File: config.mk
export PLATFORM = sky130hd
export DESIGN_NAME = chacha_fifo
export DESIGN_NICKNAME = d
export VERILOG_FILES = /design/src/hw/rtl/chacha_pkg.sv /design/src/hw/rtl/chacha_fifo.sv
export SDC_FILE = /design/constraint.sdc
export NUM_CORES = 1
export LEC_CHECK = 0
export ABC_AREA = 1
export BUFFER_PORTS_ARGS = -buffer_cell sky130_fd_sc_hd__buf_2
export CAP_MARGIN = 10
export CORE_MARGIN = 2
export CORE_UTILIZATION = 51
export CTS_CLUSTER_DIAMETER = 100
export CTS_CLUSTER_SIZE = 12
export DETAILED_ROUTE_END_ITERATION = 6
export GPL_TIMING_DRIVEN = 0
export PLACE_DENSITY_LB_ADDON = 0.08
export SLEW_MARGIN = 20
export SYNTH_ARGS = -nofsm -noshare
export SYNTH_HDL_FRONTEND = slang
export SYNTH_SLANG_ARGS = --single-unit
File: constraint.sdc
create_clock -name clk -period 2 [get_ports clk]
set_input_delay 0 -clock clk [delete_from_list [all_inputs] [get_ports clk]]
set_output_delay 0 -clock clk [all_outputs]
set_load 0.005 [all_outputs]
File: src/hw/rtl/chacha_pkg.sv
// ----------------------------------------------------------------------------
// chacha_pkg
// Shared types, constants and block setup for the ChaCha20 stream cipher.
// ----------------------------------------------------------------------------
package chacha_pkg;

  localparam int DOUBLE_ROUNDS_DEF = 10;
  localparam int QUEUE_DEPTH       = 4;
  localparam int QUEUE_AW          = $clog2(QUEUE_DEPTH);
  localparam int CFG_IDX_W         = 3;
  localparam int CFG_DATA_W        = 64;

  localparam logic [31:0] SIGMA_0 = 32'h61707865;
  localparam logic [31:0] SIGMA_1 = 32'h3320646e;
  localparam logic [31:0] SIGMA_2 = 32'h79622d32;
  localparam logic [31:0] SIGMA_3 = 32'h6b206574;

  localparam logic [CFG_IDX_W-1:0] CFG_KEY_0      = 3'd0;
  localparam logic [CFG_IDX_W-1:0] CFG_KEY_1      = 3'd1;
  localparam logic [CFG_IDX_W-1:0] CFG_KEY_2      = 3'd2;
  localparam logic [CFG_IDX_W-1:0] CFG_KEY_3      = 3'd3;
  localparam logic [CFG_IDX_W-1:0] CFG_NONCE_LOW  = 3'd4;
  localparam logic [CFG_IDX_W-1:0] CFG_NONCE_HIGH = 3'd5;
  localparam logic [CFG_IDX_W-1:0] CFG_INIT_CTR   = 3'd6;

  typedef struct packed {
    logic [7:0] data_byte;
    logic       msg_start;
    logic       msg_end;
  } in_item_t;

  typedef struct packed {
    logic [7:0] out_byte;
    logic       out_end;
  } out_item_t;

  typedef struct packed {
    logic [3:0][63:0] key;
    logic [63:0]      nonce_low;
    logic [31:0]      nonce_high;
    logic [31:0]      initial_counter;
  } cfg_t;

  typedef struct packed {
    logic [7:0]  data_byte;
    logic        msg_end;
    logic        build;
    logic [5:0]  pos;
    logic [31:0] ctr;
  } entry_t;

  typedef logic [15:0][31:0] block_t;

  typedef enum logic [1:0] {
    BK_IDLE,
    BK_ROUND,
    BK_FINAL,
    BK_EMIT
  } back_state_t;

  function automatic block_t chacha_init(cfg_t cfg, logic [31:0] ctr);
    block_t b;
    b[0]  = SIGMA_0;
    b[1]  = SIGMA_1;
    b[2]  = SIGMA_2;
    b[3]  = SIGMA_3;
    b[4]  = cfg.key[0][31:0];
    b[5]  = cfg.key[0][63:32];
    b[6]  = cfg.key[1][31:0];
    b[7]  = cfg.key[1][63:32];
    b[8]  = cfg.key[2][31:0];
    b[9]  = cfg.key[2][63:32];
    b[10] = cfg.key[3][31:0];
    b[11] = cfg.key[3][63:32];
    b[12] = ctr;
    b[13] = cfg.nonce_low[31:0];
    b[14] = cfg.nonce_low[63:32];
    b[15] = cfg.nonce_high;
    return b;
  endfunction

endpackage

File: src/hw/rtl/chacha_fifo.sv
// ----------------------------------------------------------------------------
// chacha_fifo
// Short queue of classified bytes between the front and back parts.
// ----------------------------------------------------------------------------
module chacha_fifo (
  input  logic               clk,
  input  logic               rst,
  input  logic               wr_en,
  input  chacha_pkg::entry_t wdata,
  input  logic               rd_en,
  output chacha_pkg::entry_t rdata,
  output logic               full,
  output logic               empty
);

  chacha_pkg::entry_t                 mem [chacha_pkg::QUEUE_DEPTH];
  logic [chacha_pkg::QUEUE_AW-1:0]    wr_ptr;
  logic [chacha_pkg::QUEUE_AW-1:0]    rd_ptr;
  logic [chacha_pkg::QUEUE_AW:0]      count;

  assign full  = count == (chacha_pkg::QUEUE_AW+1)'(chacha_pkg::QUEUE_DEPTH);
  assign empty = count == '0;
  assign rdata = mem[rd_ptr];

  always_ff @(posedge clk) begin
    if (wr_en) begin
      mem[wr_ptr] <= wdata;
    end
  end

  always_ff @(posedge clk) begin
    if (rst) begin
      wr_ptr <= '0;
      rd_ptr <= '0;
      count  <= '0;
    end else begin
      if (wr_en) begin
        wr_ptr <= wr_ptr + 1'b1;
      end
      if (rd_en) begin
        rd_ptr <= rd_ptr + 1'b1;
      end
      if (wr_en && !rd_en) begin
        count <= count + 1'b1;
      end else if (rd_en && !wr_en) begin
        count <= count - 1'b1;
      end
    end
  end

endmodule

After elaboration in Yosys (flattened, before gate mapping)
Memories as Yosys holds them, arrays and structs flattened. A register that Yosys moved wholly into a read port is not among the register bits. Index checks and enable logic that the tools add are counted. W data, S select, Z words.

$add $sub $neg: 4. Equal/unequal tests: 1. Mux-type cells: 6. Reduce and logical (&&, ||, !) cells: 6.

Operators by type and width (count): $mux W3 (2); $add A2 B1 Y2 const B (2); $mux W2 (2); $add A3 B1 Y3 const B (1); $eq A3 B3 Y1 const B (1); $logic_not A3 Y1 (1); $sub A3 B1 Y3 const B (1); $logic_and A1 B1 Y1 (2); $logic_not A1 Y1 (2); $mux W1 (2); $reduce_bool A2 Y1 (1).

Bits in registers: 7. RAM bits: 192. Input port bits: 52. Output and inout bits: 50. Logic and storage cells: 21. Memories kept: 1.

Memories: mem (words 4, width 48, rd ports 1, clocked after Yosys merged registers in 1, wr ports 1, RTL line chacha_fifo.sv:16) `chacha_pkg::entry_t mem [chacha_pkg::QUEUE_DEPTH];`.

Logic depth before layout (Yosys ltp)
Word-level depth: 4. Gate-level depth with buffers: 10. Mapped depth without buffers: 10.

Worst setup path after synthesis
No wires, ideal clock.

Path kind: register to register. Start point: register wr_ptr[0] (netlist name). End point: memory mem[2][0] (netlist name), enable pin. Library setup time: 402 ps. Data arrival time: 1527 ps. Required time: 1598 ps. Path slack: 70 ps. Stages on the path, launching flop included: 5. Path buffers: 0. Clock period less this slack: 1930 ps. Cells stage by stage: dfxtp_1 -> inv_1 -> ha_1 -> nand2_1 -> inv_1.

RTL lines: start: declaration (RTL line chacha_fifo.sv:17) `logic [chacha_pkg::QUEUE_AW-1:0] wr_ptr;`; start signal: assignment (RTL line chacha_fifo.sv:38) `wr_ptr <= wr_ptr + 1'b1;`; end: declaration (RTL line chacha_fifo.sv:16).

No word-level cell before the write port.

==> metrics.md <==
| Metric | Value |
|---|---|
| Max_cap viols | `0` |
| Worst path required time | `2.00 ns` |
| Logic pwr share | `0.103` |
| Final Hold Fails | `0` |
| Fin util | `0.6500` |
| Dpl hpwl | `9.265 mm` |
| Worst-path maximum fanout | `10` |
| Setup Viol. Count Final | `0` |
| Postcts setup bufs | `0` |
| Fin nets | `757` |
| Residual DRC count | `0` |
| Clock transition at path regs | `0.06 ns` |
| Mapped Nets | `581` |
| Slew Limit Fails | `0` |
| Distinct cell type count after synthesis | `25` |
| Placed inst area | `0.008416 mm²` |
| Leak pwr | `0.003431 µW` |
| Most common cell in the netlist | `edfxtp_1` |
| Max frequency | `0.5384 GHz` |
| Clock Tree Buf Depth | `3` |
| Slew HR | `0.5055` |
| Sink Count | `201` |
| Filler cells | `1,070` |
| Vias | `4,773` |
| Sequential power share | `0.535` |
| Post_cts resized | `0` |
| Status | `complete, no violations` |
| Top_reg_cell synth | `edfxtp_1` |
| Post-route design area | `0.009483 mm²` |
| Net Switching | `1979 µW` |
| CP cell instances | `inv_2 -> clkbuf_1 -> o21ai_0 -> o22ai_1 -> buf_2` |
| RSZ-0062 raised after global routing | `false` |
| Worst vdd ir | `0.7588 mV` |
| Number of synthesized register bits | `201` |
| Least-Margin Pin Slew | `0.7417 ns` |
| Avg Inst Size Synth | `14.57 µm²` |
| Worst Setup Slack, final | `0.1427 ns` |
| Fin Clk Skew | `0.01121 ns` |
| Setup WS pre-CTS | `0.3713 ns` |
| Crit path buffers/inverters | `3` |
| Antenna violations before repair | `0` |
| Share of layout cells above drive strength 1 | `0.2380` |
| Synth Instances | `523` |
| First-pass DRT Iterations | `4` |
| Sw frac | `0.2182` |
| Clk_lat worst skew | `0.48 ns` |
| Hold WC Path Type | `in2reg` |
| Top Ports | `102` |
| Synth warn | `0` |
| Die X | `126.3 µm` |
| Iteration-0 DRC Markers | `396` |
| Area Growth Syn to Fin | `24.41%` |
| Power per cell area | `956.5 mW/mm²` |
| Clk Tree Root Cell | `clkbuf_16` |
| Row count | `44` |
| Number of diodes | `0` |
| Largest net degree at the start of global routing | `49` |
| CP max-delay cell | `clkbuf_1` |
| Biggest area consumer among synthesized cells | `edfxtp_1` |
| Gr ovfl total | `0` |
| CTS tree | `yes` |
| Number of hold buffers added after CTS | `51` |
| Int Pwr | `7091 µW` |
| Crit path kind | `reg2out` |
| Core area | `0.01459 mm²` |
| FFs w/ async S/R, synth | `0` |
| Routed WL | `16.11 mm` |
| Post-Syn Area | `0.007622 mm²` |
| Clock power share | `0.362` |
| # port buffers | `101` |
| Final RePlAce weighted congestion | `0.7235` |
| CP Capture Type | `output port` |
| Synth top area cells | `edfxtp_1, o21ai_0, nor2_1` |
| Slowest stage delay, CP | `0.37 ns` |
| Overall routing resource usage | `0.2038` |
| CTS Buf Count | `20` |
| Crit share post-route | `0.9287` |
| Die H | `126.3 µm` |
| Top cells by count, synth | `edfxtp_1, nor2_1, o21ai_0` |
| H-tree levels | `1` |
| Post-DR wirelength/cell | `18.10 µm` |
| Post-synth EDFFs | `192` |
| Initial Util | `0.5225` |
| Post-layout min period | `1.857 ns` |
| Antenna Nets Post-Route | `0` |
| CP arrival | `1.86 ns` |
| WHS | `0.2479 ns` |
| Critical Path Start Type | `flip-flop` |
| Share of Yosys cell area claimed by the top area cell type | `0.7564` |
| Post-route setup TNS | `0 ns` |
| First-pass GRT wire length | `25.36 mm` |
| Largest delay share family, worst path | `buffers and inverters` |
| Number of global-route vias before repair | `4,806` |
| Die ar. | `0.01594 mm²` |
| Seq/Total Area, Yosys | `0.7800` |
| DR vias/cell | `5.363` |
==> flip-flops by register name (all words and copies together), names as in the netlist, named ones only <==
signal / count
wr_ptr: 2
count: 3
mem: 192
rd_ptr: 2
==> cells by family (layout without fill, tap and decap cells) <==
group / Yosys count / in the layout / share of synthesized area
flops: 201 / 201 / 0.7800
buf+inv: 48 / 231 / 0.03956
fa+ha+maj: 6 / 6 / 0.01083
simple gates: 115 / 115 / 0.06073
compound gates: 152 / 152 / 0.1077
xor+xnor: 1 / 1 / 0.001149
==> layout make-up <==
type	count	area (µm²)	share of cell area
well taps	184	230.2	0.02428
inverters	17	78.83	0.008312
repair buffers	154	1064	0.1122
clock inverters	1	5.005	0.0005278
multi-input cells	274	1375	0.1450
clock buffers	28	551.8	0.05819
flip-flops and latches	201	5946	0.6270
plain buffers	31	232.7	0.02454
==> final timing paths <==
| check | cells after the start | slack, ns | endpoint | start |
|---|---|---|---|---|
| worst min register to register | 1 | 0.45 | rd_ptr[1]$_SDFFE_PP0P_ | rd_ptr[1]$_SDFFE_PP0P_ |
| worst max register to register | 4 | 0.38 | mem[2][20]$_DFFE_PP_ | wr_ptr[0]$_SDFFE_PP0P_ |
| worst min-delay path | 3 | 0.25 | count[0]$_SDFFE_PP0P_ | rst |
| worst max-delay path | 5 | 0.14 | rdata[35] | flip-flop |
==> through the flow <==
step                total power, µW  instances
floorplan                      5390        523
global placement               5782        808
detailed placement             5810        810
CTS                            9148        890
global route                   9411        890
finish                         9070        890
==> cell usage in the layout (no fill, tap or decap) <==
| master | instances |
|---|---|
| buf_4 | 3 |
| inv_6 | 1 |
| xor2_1 | 1 |
| clkbuf_1 | 11 |
| edfxtp_1 | 192 |
| inv_4 | 4 |
| nor2_1 | 92 |
| buf_16 | 1 |
| ha_1 | 5 |
| nor2_2 | 10 |
| a21oi_1 | 3 |
| dlygate4sd3_1 | 51 |
| dfxtp_1 | 9 |
| inv_1 | 11 |
| fa_1 | 1 |
| buf_2 | 109 |
| nor3_1 | 2 |
| clkinv_2 | 1 |
| inv_2 | 1 |
| buf_6 | 6 |
| nand2_1 | 9 |
| clkbuf_4 | 3 |
| o22ai_1 | 48 |
| nand4_1 | 1 |
| nand3_1 | 1 |
| clkbuf_2 | 5 |
| buf_12 | 3 |
| o21ai_1 | 9 |
| o21ai_0 | 92 |
| clkbuf_16 | 21 |
==> worst reg2reg max path, delay by kind of cell, from the launching register on <==
family	cells	cell delay, ns
buffers and inverters	2	0.63
flip-flops	1	0.33
adder cells (fa/ha/maj)	1	0.15
AND/OR/NAND/NOR	1	0.08
==> power by group through the flow <==
stage | logic (µW) | clock network [µW] | registers [µW]
6_report | 935 | 3280 | 4860
5_1_grt | 1040 | 3510 | 4870
4_1_cts | 947 | 3350 | 4860
3_5_place_dp | 865 | 0 | 4940
3_3_place_gp | 831 | 0 | 4950
2_1_floorplan | 452 | 0 | 4940
==> routing by layer <==
metal	vias to the layer above	GRT usage	wire, µm
met2	142	0.3498	7897
met5	-	0	0
li1	2300	-	-
met3	18	0.03611	948
met1	2313	0.2780	7019
met4	0	0.04072	248
Power figures use the tool's default switching activity.
