==> src/hw/rtl/chacha_pkg.sv <==
// ----------------------------------------------------------------------------
// chacha_pkg
// Shared types, constants and block setup for the ChaCha20 stream cipher.
// ----------------------------------------------------------------------------
package chacha_pkg;

  localparam int DOUBLE_ROUNDS_DEF = 10;
  localparam int QUEUE_DEPTH       = 4;
  localparam int QUEUE_AW          = $clog2(QUEUE_DEPTH);
  localparam int CFG_IDX_W         = 3;
  localparam int CFG_DATA_W        = 64;

  localparam logic [31:0] SIGMA_0 = 32'h61707865;
  localparam logic [31:0] SIGMA_1 = 32'h3320646e;
  localparam logic [31:0] SIGMA_2 = 32'h79622d32;
  localparam logic [31:0] SIGMA_3 = 32'h6b206574;

  localparam logic [CFG_IDX_W-1:0] CFG_KEY_0      = 3'd0;
  localparam logic [CFG_IDX_W-1:0] CFG_KEY_1      = 3'd1;
  localparam logic [CFG_IDX_W-1:0] CFG_KEY_2      = 3'd2;
  localparam logic [CFG_IDX_W-1:0] CFG_KEY_3      = 3'd3;
  localparam logic [CFG_IDX_W-1:0] CFG_NONCE_LOW  = 3'd4;
  localparam logic [CFG_IDX_W-1:0] CFG_NONCE_HIGH = 3'd5;
  localparam logic [CFG_IDX_W-1:0] CFG_INIT_CTR   = 3'd6;

  typedef struct packed {
    logic [7:0] data_byte;
    logic       msg_start;
    logic       msg_end;
  } in_item_t;

  typedef struct packed {
    logic [7:0] out_byte;
    logic       out_end;
  } out_item_t;

  typedef struct packed {
    logic [3:0][63:0] key;
    logic [63:0]      nonce_low;
    logic [31:0]      nonce_high;
    logic [31:0]      initial_counter;
  } cfg_t;

  typedef struct packed {
    logic [7:0]  data_byte;
    logic        msg_end;
    logic        build;
    logic [5:0]  pos;
    logic [31:0] ctr;
  } entry_t;

  typedef logic [15:0][31:0] block_t;

  typedef enum logic [1:0] {
    BK_IDLE,
    BK_ROUND,
    BK_FINAL,
    BK_EMIT
  } back_state_t;

  function automatic block_t chacha_init(cfg_t cfg, logic [31:0] ctr);
    block_t b;
    b[0]  = SIGMA_0;
    b[1]  = SIGMA_1;
    b[2]  = SIGMA_2;
    b[3]  = SIGMA_3;
    b[4]  = cfg.key[0][31:0];
    b[5]  = cfg.key[0][63:32];
    b[6]  = cfg.key[1][31:0];
    b[7]  = cfg.key[1][63:32];
    b[8]  = cfg.key[2][31:0];
    b[9]  = cfg.key[2][63:32];
    b[10] = cfg.key[3][31:0];
    b[11] = cfg.key[3][63:32];
    b[12] = ctr;
    b[13] = cfg.nonce_low[31:0];
    b[14] = cfg.nonce_low[63:32];
    b[15] = cfg.nonce_high;
    return b;
  endfunction

endpackage

==> src/hw/rtl/chacha_front.sv <==
// ----------------------------------------------------------------------------
// chacha_front
// Accepts input bytes, tracks keystream position and block counter, and
// marks the bytes that need a fresh keystream block.
// ----------------------------------------------------------------------------
module chacha_front (
  input  logic                 clk,
  input  logic                 rst,
  input  logic                 push,
  input  chacha_pkg::in_item_t in_data,
  input  chacha_pkg::cfg_t     cfg,
  input  logic                 q_full,
  output logic                 q_push,
  output chacha_pkg::entry_t   q_wdata
);

  logic [5:0]  pos;
  logic [31:0] blk_ctr;
  logic        stream_valid;
  logic        restart;

  always_comb begin
    restart           = in_data.msg_start || !stream_valid;
    q_wdata.data_byte = in_data.data_byte;
    q_wdata.msg_end   = in_data.msg_end;
    q_wdata.pos       = restart ? 6'd0 : pos;
    q_wdata.build     = restart || (pos == 6'd0);
    q_wdata.ctr       = restart ? cfg.initial_counter : blk_ctr;
    q_push            = push && !q_full;
  end

  always_ff @(posedge clk) begin
    if (rst) begin
      pos          <= '0;
      blk_ctr      <= '0;
      stream_valid <= 1'b0;
    end else if (q_push) begin
      pos          <= q_wdata.pos + 6'd1;
      stream_valid <= 1'b1;
      if (q_wdata.build) begin
        blk_ctr <= q_wdata.ctr + 32'd1;
      end
    end
  end

endmodule

==> config.mk <==
export PLATFORM = sky130hd
export DESIGN_NAME = chacha_front
export DESIGN_NICKNAME = d
export VERILOG_FILES = /design/src/hw/rtl/chacha_pkg.sv /design/src/hw/rtl/chacha_front.sv
export SDC_FILE = /design/constraint.sdc
export NUM_CORES = 1
export LEC_CHECK = 0
export ABC_AREA = 0
export BUFFER_PORTS_ARGS = -buffer_cell sky130_fd_sc_hd__buf_4
export CORE_AREA = 4 4 174 176
export CTS_BUF_LIST = sky130_fd_sc_hd__clkbuf_16
export CTS_CLUSTER_SIZE = 25
export DETAILED_ROUTE_END_ITERATION = 16
export DIE_AREA = 0 0 178 180
export SETUP_SLACK_MARGIN = 0.2
export SKIP_CTS_REPAIR_TIMING = 1
export SYNTH_ARGS = -nofsm -noshare
export SYNTH_HDL_FRONTEND = slang
export SYNTH_SLANG_ARGS = --single-unit
==> constraint.sdc <==
create_clock -name clk -period 7.56 [get_ports clk]
set_clock_uncertainty 0.2 [all_clocks]
set_input_delay 1.512 -clock clk [delete_from_list [all_inputs] [get_ports clk]]
set_output_delay 1.512 -clock clk [all_outputs]
set_load 0.02 [all_outputs]
Word-level counts from Yosys, hierarchy flattened
Index checks and enable logic that the tools add are counted.
W data, S select, Z words.
{"block": "word_totals", "reg_bits": 39, "input_bits": 398, "output_inout_bits": 49, "wordCells": 14}
{"block": "op_classes", "n_addsub": 2, "muxes": 2, "n_reduce_logical": 7}
{"cell": "$add A32 B1 Y32 const B", "count": 1}
{"cell": "$mux W32", "count": 1}
{"cell": "$add A6 B1 Y6 const B", "count": 1}
{"cell": "$logic_not A6 Y1", "count": 1}
{"cell": "$mux W6", "count": 1}
{"cell": "$logic_not A1 Y1", "count": 2}
{"cell": "$logic_or A1 B1 Y1", "count": 2}
{"cell": "$reduce_and A2 Y1", "count": 1}
{"cell": "$logic_and A1 B1 Y1", "count": 1}

Depth between registers and ports, before layout
{"block": "depth", "depth_word": 4, "depth_mapped": 16, "ltp_nobuf": 10}

Worst setup path after synthesis
No wires, ideal clock.
{"block": "synth_timing", "path_kind": "input to register", "startpoint": "input port in_data[1] (netlist bit)", "endpoint": "register blk_ctr[26]", "setup_ns": 0.134, "arrival_time_ns": 4.466, "required_ns": 7.226, "path_slack_ns": 2.761, "path_stages": 16, "path_buffers": 6, "cell_sequence": "nand2b_1 -> buf_6 -> buf_6 -> buf_6 -> buf_2 -> clkbuf_1 -> nand2_1 -> nand2_1 -> ha_1 -> and3_1 -> a32oi_1 -> or3_1 -> buf_6 -> nor4_4 -> mux2i_1 -> o311ai_1"}
{"item": "start, declared", "line_no": "chacha_front.sv:10", "source": "input chacha_pkg::in_item_t in_data,"}
{"item": "end signal, assigned", "line_no": "chacha_front.sv:41", "source": "blk_ctr <= q_wdata.ctr + 32'd1;"}
{"item": "end, declared", "line_no": "chacha_front.sv:18", "source": "logic [31:0] blk_ctr;"}

==> flow_metrics.py <==
metrics = {
    "sta": {
        "setup_viol": 0,
        "drv_slew": 0,
        "fmax_mhz": 190,
        "worst_pin_slew_ns": 0.992,
        "fin_crit_ns": 5.27,
        "rsz0062_at_grt": "false",
        "finalSetupTns_ns": 0,
        "max_slew_margin_pct": 33.9,
        "final.period_utilization_pct": 69.7,
        "hold_viol": 0,
        "fin_hold_ws_ns": 0.273,
    },
    "pwr": {
        "p_per_area_nw_per_um2": 144,
        "p_switching_uw": 197,
        "p_leak_nw": 1.74,
        "power_frac_seq_pct": 38.1,
        "comb_power_share_pct": 26.0,
        "p_clk_share_pct": 35.9,
        "p_sw_share_pct": 33.1,
        "power.internal_uw": 398,
        "ir_worst_vdd_v": 0.0000711,
    },
    "critical_path": {
        "reg2reg_from": "stream_valid$_SDFFE_PP0P_",
        "cp_top_family": "buffers and inverters",
        "crit_buf_inv": 4,
        "slowest_stage": "nand2b_2",
        "critical_path_arrival_ns": 3.56,
        "end_kind": "output port",
        "cp-start-kind": "input pin",
        "worstPathMaxFanout": 38,
        "r2r_slack_ns": 3.78,
        "reg2reg_depth": 10,
        "crit_required_ns": 5.85,
        "r2r-end": "blk_ctr[16]$_SDFFE_PP0P_",
        "cp_cell_sequence": "buf_4 -> nand2b_2 -> buf_4 -> mux2i_1 -> inv_1 -> buf_4",
        "critPathMaxStageDelay_ns": 0.77,
        "worstSetupPathType": "in2out",
        "cp_common_cell": "buf_4",
    },
    "route": {
        "vias": 3285,
        "drc": 0,
        "initialDrtViolationCount": 175,
        "drt_pass1_iterations": 4,
        "via_per_inst": 3.79,
        "postRouteWirelength_um": 11800,
        "postRouteAntennaNets": 0,
        "wire_per_inst_um": 13.7,
    },
    "min_path": {
        "hp-start": "blk_ctr[7]$_SDFFE_PP0P_",
        "whs_endpoint": "blk_ctr[7]$_SDFFE_PP0P_",
        "worst_hold_path.num_cells": 2,
        "hp-class": "reg2reg",
    },
    "cts": {
        "htree_levels": 2,
        "cts_root_buffer": "clkbuf_16",
        "clk_latency_ns": 0.29,
        "clock_sinks": 39,
        "clk_path_buf_depth": 2,
        "clkTransAtPathRegs_ns": 0.06,
        "cts_inserted_buffers": 5,
        "cts_tree": "done",
    },
    "floorplanning": {
        "die-area_um2": 32000,
        "start_util_pct": 10.9,
        "die_height_um": 180,
        "die_w_um": 178,
        "io-pin-count": 447,
        "core_um2": 28600,
        "rows": 62,
    },
    "placed_design": {
        "dpl-instance-area_um2": 4000,
        "io_buffer_count": 76,
        "dp_hpwl_um": 9200,
        "gp_congestion": 0.812,
    },
    "logic_synthesis": {
        "synthFlopType": "dfxtp_1",
        "yosysWarningCount": 0,
        "syn_nets": 830,
        "ys_types": 65,
        "async_reset_ff_share_pct": 0,
        "netlist_area_um2": 3120,
        "synth-seq-cells": 39,
        "syn_inst": 430,
        "synth-seq-area-share_pct": 25.0,
        "synth_area_per_cell_um2": 7.26,
        "synth_edf_count": 0,
    },
    "grt": {
        "grt_pass1_wl_um": 18300,
        "grt_pass1_vias": 3139,
        "antenna_found_initial": 0,
        "grt-ovfl-total": 0,
        "grt_max_degree": 50,
        "grt.total_usage_pct": 7.23,
    },
    "finish": {
        "finalInstanceArea_um2": 4140,
        "final_cell_mix": "nand2_1 (117), buf_4 (80), dfxtp_1 (39), mux2i_1 (27), nand3_1 (20)",
        "regArea_um2": 781,
        "mostFrequentLayoutCell": "nand2_1",
        "multiInputGateArea_um2": 2080,
        "fill_cells": 3292,
        "num_antenna_cells": 0,
        "area_growth_pct": 32.6,
        "final_nets": 881,
        "drive_gt1_share_pct": 22.2,
    },
    "status": {
        "status": "completed",
    },
    "flow_run": {
        "cap_violations": 0,
    },
}
==> worst reg2reg max path, stage by stage, from the launching register on <==
cell	delay, ns
dfxtp_1	0.35
nand2b_2	0.71
nand2_1	0.13
nand2_1	0.19
ha_1	0.23
and3_1	0.21
a32oi_1	0.16
or3_1	0.67
nor2_1	0.35
a2111oi_0	0.15
a311o_1	0.34
==> final cells by class <==
cell class | count | area share, %
clock buffer | 5 | 3.02
sequential | 39 | 18.9
clock inverter | 3 | 0.363
multi-input combinational | 341 | 50.3
inverter | 14 | 1.27
tap | 384 | 11.6
timing repair buffer | 80 | 14.5
==> worst max path at each step <==
stage,startpoint,to,cells past startpoint
2_1_floorplan,in_data[1],blk_ctr[26]$_SDFFE_PP0P_,16
5_1_grt,in_data[1],q_wdata[21],6
6_report,in_data[1],q_wdata[21],6
3_3_place_gp,in_data[1],q_wdata[21],6
3_5_place_dp,in_data[1],q_wdata[21],6
4_1_cts,in_data[1],q_wdata[21],6
==> cell usage after synthesis (all sizes together), types with 2 or more instances <==
master / count / area, um^2
nand2: 119 / 452
dfxtp: 39 / 781
mux2i: 30 / 320
buf: 22 / 160
nand3: 20 / 100
nor2: 17 / 63.8
a21oi: 15 / 75.1
and3: 15 / 93.8
o21ai: 15 / 75.1
clkbuf: 14 / 52.6
inv: 13 / 48.8
nor3: 11 / 71.3
nor4: 11 / 105
and2: 9 / 56.3
xnor2: 9 / 78.8
nand4: 8 / 56.3
a311o: 5 / 50.1
a31oi: 5 / 31.3
a32oi: 4 / 35.0
nand2b: 4 / 25.0
nor4b: 4 / 41.3
or3: 4 / 25.0
o211ai: 3 / 27.5
o311ai: 3 / 26.3
a211oi: 2 / 15.0
a21o: 2 / 15.0
ha: 2 / 25.0
mux2: 2 / 22.5
nand3b: 2 / 15.0
o2111ai: 2 / 17.5
==> registers in the layout, summed over array words and instances, names as in the netlist <==
signal        cells
blk_ctr          32
pos               6
stream_valid      1
==> power groups by stage <==
| stage | clock [mW] | sequential (mW) | combinational, mW |
|---|---|---|---|
| final | 0.214 | 0.227 | 0.155 |
| after global routing | 0.227 | 0.229 | 0.169 |
| after CTS | 0.219 | 0.227 | 0.156 |
| after detailed placement | 0 | 0.232 | 0.155 |
| after global placement | 0 | 0.231 | 0.154 |
| after floorplan | 0 | 0.229 | 0.101 |
==> cells by family (layout without fill, tap and decap cells) <==
group                    Yosys count  after routing  synth area share (%)
AND/OR/NAND/NOR                  231            231                  37.3
AO/OA/AOI/OAI                     66             66                  14.6
buffers and inverters             50            102                  8.50
multiplexers                      32             32                  11.0
XOR/XNOR                          10             10                  2.81
adder cells (fa/ha/maj)            2              2                 0.802
flip-flops                        39             39                  25.0
==> through the flow <==
stage | instances | power, mW | utilization (%) | setup WS, ns
final | 866 | 0.596 | 14.5 | 2.29
after global placement | 858 | 0.385 | 14.0 | 2.34
after floorplan | 430 | 0.329 | - | 2.76
after detailed placement | 858 | 0.386 | 14.0 | 2.31
after global routing | 866 | 0.626 | 14.5 | 2.17
after CTS | 866 | 0.602 | 14.5 | 2.29
==> layer usage <==
layer	track usage, %	routed length (um)
met1	9.52	5200
met2	11.3	5250
met3	2.96	1330
met4	1.14	73
met5	0	0
Note: power is estimated with default switching activity, not from simulation.
